File: src/hw/rtl/lsem_pkg.sv
// ----------------------------------------------------------------------------
// lsem_pkg
// Shared widths, reset values and stage payload types of the load-scaled
// execution-time monitor.
// ----------------------------------------------------------------------------
package lsem_pkg;

    localparam int TICK_W  = 32;
    localparam int LOAD_W  = 16;
    localparam int BLK_W   = 8;
    localparam int CNT_W   = 11;

    localparam int BLOCK_COUNT_DEF     = 16;
    localparam int LOAD_FULL_SCALE_DEF = 100;
    localparam int WINDOW_CYCLES_DEF   = 10;

    localparam logic [TICK_W-1:0] PERIOD_RESET = TICK_W'(100);

    // raw period report as taken from the input channel
    typedef struct packed {
        logic              baseline_ready;
        logic [LOAD_W-1:0] load_request;
        logic [BLK_W-1:0]  block_cap;
        logic [TICK_W-1:0] wake_tick;
        logic [TICK_W-1:0] start_tick;
        logic [TICK_W-1:0] end_tick;
    } lsem_item_t;

    // per-period measurement, plus run ticks divided by the window length
    typedef struct packed {
        logic [BLK_W-1:0]  blocks;
        logic [TICK_W-1:0] run;
        logic              missed;
        logic [TICK_W-1:0] run_quot;
    } lsem_meas_t;

    // window snapshot, all zero while the window stays open
    typedef struct packed {
        logic              done;
        logic [TICK_W-1:0] average;
        logic [TICK_W-1:0] peak;
        logic [CNT_W-1:0]  misses;
    } lsem_win_t;

endpackage

File: src/hw/rtl/lsem_period.sv
// ----------------------------------------------------------------------------
// lsem_period
// Per-period measurement: effective block count, run ticks, deadline check
// and the run ticks divided by the window length (quotient only).
// ----------------------------------------------------------------------------
module lsem_period
    import lsem_pkg::*;
#(
    parameter int BLOCK_COUNT     = BLOCK_COUNT_DEF,
    parameter int LOAD_FULL_SCALE = LOAD_FULL_SCALE_DEF,
    parameter int WINDOW_CYCLES   = WINDOW_CYCLES_DEF
)
(
    input  lsem_item_t        item,
    input  logic [TICK_W-1:0] period_ticks,
    output lsem_meas_t        meas
);

    // Divide by a constant through a rounded-up reciprocal: exact for every
    // dividend below 2**N when the shift is N + clog2(divisor).
    localparam int PROD_IN_W  = LOAD_W + BLK_W;
    localparam int BLK_SHIFT  = PROD_IN_W + $clog2(LOAD_FULL_SCALE);
    localparam int BLK_PROD_W = BLK_SHIFT + PROD_IN_W;
    localparam logic [63:0] BLK_POW   = 64'd1 << BLK_SHIFT;
    localparam logic [63:0] BLK_RECIP = (BLK_POW + 64'(LOAD_FULL_SCALE) - 64'd1)
                                        / 64'(LOAD_FULL_SCALE);
    localparam logic [63:0] BLK_CONST = BLK_RECIP * 64'(BLOCK_COUNT);

    localparam int AVG_SHIFT  = TICK_W + $clog2(WINDOW_CYCLES);
    localparam int AVG_PROD_W = AVG_SHIFT + TICK_W;
    localparam logic [63:0] AVG_POW   = 64'd1 << AVG_SHIFT;
    localparam logic [63:0] AVG_RECIP = (AVG_POW + 64'(WINDOW_CYCLES) - 64'd1)
                                        / 64'(WINDOW_CYCLES);

    logic [BLK_PROD_W-1:0] blk_prod;
    logic [PROD_IN_W-1:0]  blk_quot;
    logic [BLK_W-1:0]      blk_limit;
    logic [AVG_PROD_W-1:0] avg_prod;
    logic [TICK_W-1:0]     deadline;
    logic [TICK_W-1:0]     run;

    assign blk_prod  = BLK_PROD_W'(item.load_request) * BLK_PROD_W'(BLK_CONST);
    assign blk_quot  = blk_prod[BLK_SHIFT +: PROD_IN_W];
    // cap above the block count falls back to the block count
    assign blk_limit = (item.block_cap > BLK_W'(BLOCK_COUNT)) ? BLK_W'(BLOCK_COUNT)
                                                              : item.block_cap;

    assign run      = item.end_tick - item.start_tick;
    assign deadline = item.wake_tick + period_ticks;
    assign avg_prod = AVG_PROD_W'(run) * AVG_PROD_W'(AVG_RECIP);

    always_comb
    begin
        meas.run      = run;
        meas.missed   = (item.end_tick > deadline);
        meas.run_quot = avg_prod[AVG_SHIFT +: TICK_W];
        if (!item.baseline_ready)
        begin
            meas.blocks = '0;
        end
        else if (blk_quot > PROD_IN_W'(blk_limit))
        begin
            meas.blocks = blk_limit;
        end
        else
        begin
            meas.blocks = blk_quot[BLK_W-1:0];
        end
    end

endmodule

File: src/hw/rtl/lsem_window.sv
// ----------------------------------------------------------------------------
// lsem_window
// Window accumulators: peak, miss count, period count and the running sum
// held as quotient and remainder of the window length, so that the average
// drops out at window close without a divider.
// ----------------------------------------------------------------------------
module lsem_window
    import lsem_pkg::*;
#(
    parameter int WINDOW_CYCLES = WINDOW_CYCLES_DEF
)
(
    input  logic       clk,
    input  logic       rst_n,
    input  logic       advance,
    input  lsem_meas_t meas,
    output lsem_win_t  snap
);

    localparam logic [CNT_W-1:0] WIN_CNT = CNT_W'(WINDOW_CYCLES);

    logic [TICK_W-1:0] peak_reg,  peak_next;
    logic [TICK_W-1:0] quot_reg,  quot_next;
    logic [CNT_W-1:0]  rem_reg,   rem_next;
    logic [CNT_W-1:0]  count_reg, count_next;
    logic [CNT_W-1:0]  miss_reg,  miss_next;

    logic [CNT_W-1:0]  rem_run;
    logic [CNT_W:0]    rem_sum;
    logic              carry;
    logic [TICK_W-1:0] quot_sum;
    logic [TICK_W-1:0] peak_upd;
    logic [CNT_W-1:0]  count_upd;
    logic [CNT_W-1:0]  miss_upd;
    logic [CNT_W-1:0]  rem_upd;
    logic              close;

    // remainder of this run is below the window length, so low bits suffice
    assign rem_run   = meas.run[CNT_W-1:0] - meas.run_quot[CNT_W-1:0] * WIN_CNT;
    assign rem_sum   = {1'b0, rem_reg} + {1'b0, rem_run};
    assign carry     = (rem_sum >= {1'b0, WIN_CNT});
    assign rem_upd   = carry ? CNT_W'(rem_sum - {1'b0, WIN_CNT}) : rem_sum[CNT_W-1:0];
    assign quot_sum  = quot_reg + meas.run_quot + TICK_W'(carry);
    assign peak_upd  = (meas.run > peak_reg) ? meas.run : peak_reg;
    assign count_upd = count_reg + CNT_W'(1);
    assign miss_upd  = miss_reg + CNT_W'(meas.missed);
    assign close     = (count_upd >= WIN_CNT);

    always_comb
    begin
        snap.done    = close;
        snap.average = close ? quot_sum : '0;
        snap.peak    = close ? peak_upd : '0;
        snap.misses  = close ? miss_upd : '0;

        peak_next  = peak_reg;
        quot_next  = quot_reg;
        rem_next   = rem_reg;
        count_next = count_reg;
        miss_next  = miss_reg;
        if (advance)
        begin
            if (close)
            begin
                // window closed: start the next one empty
                peak_next  = '0;
                quot_next  = '0;
                rem_next   = '0;
                count_next = '0;
                miss_next  = '0;
            end
            else
            begin
                peak_next  = peak_upd;
                quot_next  = quot_sum;
                rem_next   = rem_upd;
                count_next = count_upd;
                miss_next  = miss_upd;
            end
        end
    end

    always_ff @(posedge clk or negedge rst_n)
    begin
        if (!rst_n)
        begin
            peak_reg  <= '0;
            quot_reg  <= '0;
            rem_reg   <= '0;
            count_reg <= '0;
            miss_reg  <= '0;
        end
        else
        begin
            peak_reg  <= peak_next;
            quot_reg  <= quot_next;
            rem_reg   <= rem_next;
            count_reg <= count_next;
            miss_reg  <= miss_next;
        end
    end

endmodule

File: src/hw/rtl/load_scaled_exec_time_monitor.sv
// A result passes the input, measurement and result registers before it is offered.
// Throughput: one period report per cycle while out_ready does not stall, set by
// the three-stage pipeline (input register, measurement register, result register).
// Reset: all stages empty, window accumulators zero, period_ticks at 100.
// ----------------------------------------------------------------------------
// load_scaled_exec_time_monitor
// Per-period block scaling, run ticks and deadline check, with window
// average, peak and miss snapshots every WINDOW_CYCLES periods.
// ----------------------------------------------------------------------------
module load_scaled_exec_time_monitor
    import lsem_pkg::*;
#(
    parameter int BLOCK_COUNT     = BLOCK_COUNT_DEF,
    parameter int LOAD_FULL_SCALE = LOAD_FULL_SCALE_DEF,
    parameter int WINDOW_CYCLES   = WINDOW_CYCLES_DEF
)
(
    input  logic              clk,
    input  logic              rst_n,

    input  logic              cfg_wr_en,
    input  logic [TICK_W-1:0] cfg_wr_data,

    input  logic              in_valid,
    output logic              in_ready,
    input  logic              baseline_ready,
    input  logic [LOAD_W-1:0] load_request,
    input  logic [BLK_W-1:0]  block_cap,
    input  logic [TICK_W-1:0] wake_tick,
    input  logic [TICK_W-1:0] start_tick,
    input  logic [TICK_W-1:0] end_tick,

    output logic              out_valid,
    input  logic              out_ready,
    output logic [BLK_W-1:0]  active_blocks,
    output logic [TICK_W-1:0] run_ticks,
    output logic              deadline_missed,
    output logic              window_done,
    output logic [TICK_W-1:0] window_average,
    output logic [TICK_W-1:0] window_peak,
    output logic [CNT_W-1:0]  window_misses
);

    logic [TICK_W-1:0] period_reg;
    logic              v1_reg, v2_reg, vout_reg;
    lsem_item_t        item_reg;
    lsem_meas_t        meas_reg;
    lsem_meas_t        res_meas_reg;
    lsem_win_t         res_win_reg;

    lsem_meas_t        meas;
    lsem_win_t         snap;
    logic              en1, en2, en3;

    // each stage advances when the one after it is empty or moving
    assign en3      = !vout_reg || out_ready;
    assign en2      = !v2_reg || en3;
    assign en1      = !v1_reg || en2;
    assign in_ready = en1;

    lsem_period #(
        .BLOCK_COUNT     (BLOCK_COUNT),
        .LOAD_FULL_SCALE (LOAD_FULL_SCALE),
        .WINDOW_CYCLES   (WINDOW_CYCLES)
    ) u_period (
        .item         (item_reg),
        .period_ticks (period_reg),
        .meas         (meas)
    );

    lsem_window #(
        .WINDOW_CYCLES (WINDOW_CYCLES)
    ) u_window (
        .clk     (clk),
        .rst_n   (rst_n),
        .advance (en3 && v2_reg),
        .meas    (meas_reg),
        .snap    (snap)
    );

    always_ff @(posedge clk or negedge rst_n)
    begin
        if (!rst_n)
        begin
            period_reg <= PERIOD_RESET;
            v1_reg     <= 1'b0;
            v2_reg     <= 1'b0;
            vout_reg   <= 1'b0;
        end
        else
        begin
            if (cfg_wr_en)
            begin
                period_reg <= cfg_wr_data;
            end
            if (en1)
            begin
                v1_reg <= in_valid;
            end
            if (en2)
            begin
                v2_reg <= v1_reg;
            end
            if (en3)
            begin
                vout_reg <= v2_reg;
            end
        end
    end

    // payload stages: hold while stalled
    always_ff @(posedge clk)
    begin
        if (en1)
        begin
            item_reg.baseline_ready <= baseline_ready;
            item_reg.load_request   <= load_request;
            item_reg.block_cap      <= block_cap;
            item_reg.wake_tick      <= wake_tick;
            item_reg.start_tick     <= start_tick;
            item_reg.end_tick       <= end_tick;
        end
        if (en2)
        begin
            meas_reg <= meas;
        end
        if (en3)
        begin
            res_meas_reg <= meas_reg;
            res_win_reg  <= snap;
        end
    end

    assign out_valid        = vout_reg;
    assign active_blocks    = res_meas_reg.blocks;
    assign run_ticks        = res_meas_reg.run;
    assign deadline_missed  = res_meas_reg.missed;
    assign window_done      = res_win_reg.done;
    assign window_average   = res_win_reg.average;
    assign window_peak      = res_win_reg.peak;
    assign window_misses    = res_win_reg.misses;

endmodule
File: config.mk
export PLATFORM = sky130hd
export DESIGN_NAME = load_scaled_exec_time_monitor
export DESIGN_NICKNAME = d
export VERILOG_FILES = /design/src/hw/rtl/lsem_pkg.sv /design/src/hw/rtl/lsem_period.sv /design/src/hw/rtl/lsem_window.sv /design/src/hw/rtl/load_scaled_exec_time_monitor.sv
export SDC_FILE = /design/constraint.sdc
export NUM_CORES = 2
export LEC_CHECK = 0
export ABC_AREA = 1
export BUFFER_PORTS_ARGS = -buffer_cell sky130_fd_sc_hd__buf_2
export CAP_MARGIN = 10
export CELL_PAD_IN_SITES_DETAIL_PLACEMENT = 0
export CELL_PAD_IN_SITES_GLOBAL_PLACEMENT = 1
export CORE_MARGIN = 3
export CORE_UTILIZATION = 49
export CTS_CLUSTER_DIAMETER = 40
export DETAILED_ROUTE_END_ITERATION = 16
export GPL_ROUTABILITY_DRIVEN = 0
export GPL_TIMING_DRIVEN = 0
export PLACE_DENSITY = 0.79
export SLEW_MARGIN = 40
export SYNTH_ARGS = -nofsm -noshare
export SYNTH_HDL_FRONTEND = slang
export SYNTH_HIERARCHICAL = 1
export SYNTH_SLANG_ARGS = --single-unit
File: constraint.sdc
create_clock -name clk -period 11.15 [get_ports clk]
set_input_delay 0.5575 -clock clk [delete_from_list [all_inputs] [get_ports clk]]
set_output_delay 0.5575 -clock clk [all_outputs]
set_load 0.03 [all_outputs]
## Yosys cells after proc, flatten, opt, wreduce, memory -nomap -nowiden

Index checks and enable logic that the tools add are counted.

- Mux-type cells: 9
- Order comparisons: 6
- Bitwise gates (word level): 0
- Shifts and indexed selects: 0
- Multipliers: 3
- Reduce and logical (&&, ||, !) cells: 7
- $add $sub $neg: 9
- Equality and inequality tests: 0
- Divide/modulo/power cells: 0

Operators by type and width:

| kind | count |
|---|---|
| two-way mux 32 bit | 3 |
| greater-than comparator 32 bit | 2 |
| multiplier 32 x 32 -> 64 bit, second input constant | 1 |
| two-way mux 11 bit | 4 |
| multiplier 16 x 25 -> 41 bit, second input constant | 1 |
| adder 32 x 1 -> 32 bit | 1 |
| adder 32 x 29 -> 32 bit | 1 |
| adder 32 bit | 1 |
| subtractor 32 bit | 1 |
| two-way mux 8 bit | 2 |
| greater-than comparator 14 x 8 -> 1 bit | 1 |
| adder 11 x 11 -> 12 bit | 1 |
| >= comparator 12 x 4 -> 1 bit, second input constant | 1 |
| adder 11 x 1 -> 11 bit | 1 |
| adder 11 x 1 -> 11 bit, second input constant | 1 |
| >= comparator 11 x 4 -> 1 bit, second input constant | 1 |
| multiplier 11 x 3 -> 10 bit, second input constant | 1 |
| subtractor 11 bit | 1 |
| subtractor 11 x 4 -> 11 bit, second input constant | 1 |
| greater-than comparator 8 x 5 -> 1 bit, second input constant | 1 |
| zero test 1 bit | 3 |
| logical OR 1 bit | 3 |
| logical AND 1 bit | 1 |

- Input bits: 158
- Latch bits: 0
- Bits in registers: 440
- Memories kept: 0
- Memory bits (writable): 0
- Output and inout port bits: 119
- Memory bits (read-only): 0

## Logic depth before layout (Yosys ltp)

- Word-level depth: 6
- Depth in mapped cells: 39
- Depth with buffers taken out: 39

## Modules after synthesis

The synthesis kept the hierarchy.

By module, submodules not included:

| module | area each (um^2) | instances | cells each |
|---|---|---|---|
| lsem_period | 28980.3 | 1 | 3573 |
| load_scaled_exec_time_monitor | 10877.9 | 1 | 460 |
| lsem_window | 9222.6 | 1 | 1399 |

## Least setup slack after synthesis

Ideal clock, no wire load.

- Kind: register -> register
- Start point: reg item_reg[2] in the netlist's numbering
- End point: reg meas_reg[26] in the netlist's numbering, data pin
- Buffers on the path: 0
- Arrival: 7687 ps
- Data required time: 10898 ps
- Cell stages (with the launch flop): 35
- Clock period less this slack: 7939 ps
- Path slack: 3211 ps
- Cell sequence: edfxtp_1 -> ha_1 -> a21oi_1 -> nand2_1 -> a21boi_1 -> o21ai_2 -> a21oi_1 -> o21ai_0 -> a21o_1 -> xor2_1 -> ha_1 -> inv_1 -> fa_1 -> inv_1 -> fa_1 -> inv_1 -> fa_1 -> inv_1 -> fa_1 -> fa_1 -> fa_1 -> inv_1 -> fa_1 -> inv_1 -> ha_1 -> a21oi_1 -> o21ai_0 -> a21oi_1 -> inv_1 -> a21oi_1 -> nor2_1 -> a211oi_1 -> nand2_1 -> nand2_1 -> nand2_1

RTL lines:

| what | line | RTL |
|---|---|---|
| start, declared | load_scaled_exec_time_monitor.sv:46 | `lsem_item_t item_reg;` |
| end signal, assigned | load_scaled_exec_time_monitor.sv:125 | `meas_reg <= meas;` |
| end, declared | load_scaled_exec_time_monitor.sv:47 | `lsem_meas_t meas_reg;` |

==> flow_summary.yaml <==
cells_and_area:
  final_cell_mix: "1198 x inv_1, 992 x nand2_1, 696 x ha_1, 539 x fa_1, 374 x nor2_1"
  areaGrowthSynthToFinish_pct: 12.7
  largest_reg_flops: 121
  nets: 7209
  drive_gt1_share_pct: 9.51
  final_common_cell: "inv_1"
sta:
  slew_headroom_pct: 42.4
  finalCritPeriodShare_pct: 89.7
  fmax_ghz: 0.100
  finalSetupViolCount: 0
  setup_tns_ns: 0
  slew_violations: 0
  worst_clock_skew_ns: 0.0655
  fin_crit_ns: 10.00
  finalHoldViolations: 0
  rsz0062_at_grt: "false"
  tightest_slew_ns: 0.857
  postLayoutSetupSlackWorst_ns: 1.15
setup_path:
  slowest_stage: "xor2_2"
  cp-end-kind: "register"
  crit_buf_inv: 7
  worstPathMaxFanout: 6
  r2r_slack_ns: 1.15
  critPathLaunchType: "register"
  r2r_end: "meas_reg[26]$_DFFE_PP_"
  rr_startpoint: "item_reg[2]$_DFFE_PP_"
  critPathKind: "register to register"
  crit_path_max_incr_delay_ns: 0.64
  critPathRequiredTime_ns: 11.54
  crit_family: "adder cells"
  arrival_ns: 10.39
  reg2reg_depth: 34
yosys:
  syn-cell-area_mm2: 0.0491
  ys.flop_type: "edfxtp_1"
  yosysSeqAreaShare_pct: 25.8
  synth_seq_cells: 443
  ys_async_sr_fraction_pct: 29.8
  syn-instance-count: 5432
  synth_area_per_cell_um2: 9.04
  ys_types: 63
  yosys_warnings: 6
  synth_edf_count: 311
clock_tree:
  cts_buffers: 73
  ctsResizeCount: 0
  root_buffer: "clkbuf_16"
  cts_tree: "done"
  worstSkewPairLatency_ns: 0.64
  h-tree-depth: 3
  clockBufferDepth: 3
  clkSlewWorstSetupHoldPaths_ns: 0.06
  cts_setup_buffers: 0
  cts_sinks: 443
routing:
  dr.pass1.iters: 6
  wl_per_cell_um: 19.9
  via_per_inst: 5.27
  num_vias: 37800
  routed_wl_mm: 143
  drc_errors: 0
  drt-initial-drc-count: 2941
  postRouteAntennaNets: 0
grt:
  grtUsageTotal_pct: 28.0
  first_global_vias: 38700
  grt.overflow.total: 0
  antenna_found_initial: 15
  grt_max_degree: 60
  grt_pass1_wl_mm: 220
hold_path:
  holdPathEnd: "item_reg[106]$_DFFE_PP_"
  min_path_type: "primary input to register"
  hold_start: "load_request[2]"
  hold_path_depth: 1
floorplanning:
  die_y_um: 322
  core_mm2: 0.0989
  start_util_pct: 49.7
  rows: 115
  io_pins: 277
  die_w_um: 322
  dieArea_mm2: 0.104
flow_run:
  drv_cap: 0
place:
  numPortBuffers: 275
  place_ws_ns: 1.22
  dp_hpwl_mm: 122
status:
  status: "completed"
[through the flow]
| stage | hold WS (ns) | area (um2) | utilization, % | cells |
|---|---|---|---|---|
| floorplan | 0.262 | 49100 | - | 5436 |
| global placement | 0.403 | 52100 | 52.7 | 6998 |
| detailed placement | 0.402 | 52700 | 53.3 | 7027 |
| CTS | 0.0487 | 55300 | 55.9 | 7163 |
| global route | 0.0580 | 55300 | 55.9 | 7164 |
| finish | 0.0930 | 55300 | 56.0 | 7169 |
[cell usage after synthesis, drive strengths merged, types with 60 or more instances]
library cell / number / share of area, %
edfxtp: 311 / 19
o21ai: 189 / 2.2
nand2: 1001 / 7.7
fa: 539 / 22
xor2: 93 / 1.7
a21oi: 291 / 3.0
xnor2: 60 / 1.1
inv: 1205 / 9.2
nand3: 187 / 1.9
dfrtp: 129 / 6.6
nor2: 383 / 3.0
ha: 696 / 18
[per-layer routing]
metal  vias up  track usage (%)  share of wire, %
met5         -                0             0.022
met4         4             11.3               4.3
met3       276             6.79               7.8
met2      1303             44.4                45
met1     18100             37.1                42
li1      18100                -                 -
[area by class of cell]
type / count / area [um2]
fill: 9045 / 43500
clock inverter: 48 / 618
antenna: 6 / 15.0
multi-input combinational: 3742 / 31900
buffer: 46 / 295
tap: 1287 / 1610
timing repair buffer: 305 / 1740
clock buffer: 87 / 1950
sequential: 443 / 12600
inverter: 1205 / 4520
[logic make-up (layout without fill, tap and decap cells)]
kind of cell	count (synthesis)	after routing	share of synthesized area, %
adders and majority gates	1235	1235	39.7
DFF	443	443	25.8
other	2	12	0.0153
and+or+nand+nor	1734	1734	14.7
muxes	1	1	0.0204
buffers and inverters	1251	1691	9.82
xor gates and xnor gates	153	153	2.76
AOI/OAI and AO/OA	613	613	7.16
[worst register-to-register path: cells and delay by family, from the launching register on]
family | cells | cell delay, ns
AOI/OAI and AO/OA | 10 | 2.56
xor gates and xnor gates | 1 | 0.64
and+or+nand+nor | 6 | 0.56
adders and majority gates | 10 | 5.02
DFF | 1 | 0.42
buffers and inverters | 7 | 0.57
[timing repair]
item,in CTS,in global routing
hold buffers,1,0
endpoints found under the hold margin,19,0
setup endpoints to repair,0,0
[how the worst max path moves through the flow]
stage / to / cells past startpoint / start / slack, ns
global route: meas_reg[26]$_DFFE_PP_ / 34 / item_reg[2]$_DFFE_PP_ / 0.74
global placement: meas_reg[26]$_DFFE_PP_ / 32 / item_reg[0]$_DFFE_PP_ / 1.17
detailed placement: meas_reg[26]$_DFFE_PP_ / 34 / item_reg[2]$_DFFE_PP_ / 1.22
finish: meas_reg[26]$_DFFE_PP_ / 34 / item_reg[2]$_DFFE_PP_ / 1.15
floorplan: meas_reg[26]$_DFFE_PP_ / 34 / item_reg[2]$_DFFE_PP_ / 3.21
CTS: meas_reg[26]$_DFFE_PP_ / 34 / item_reg[2]$_DFFE_PP_ / 1.22
Power is left out: the tool's default activity adds up to more than one toggle a clock period on the data nets, which glitch-free logic cannot reach.
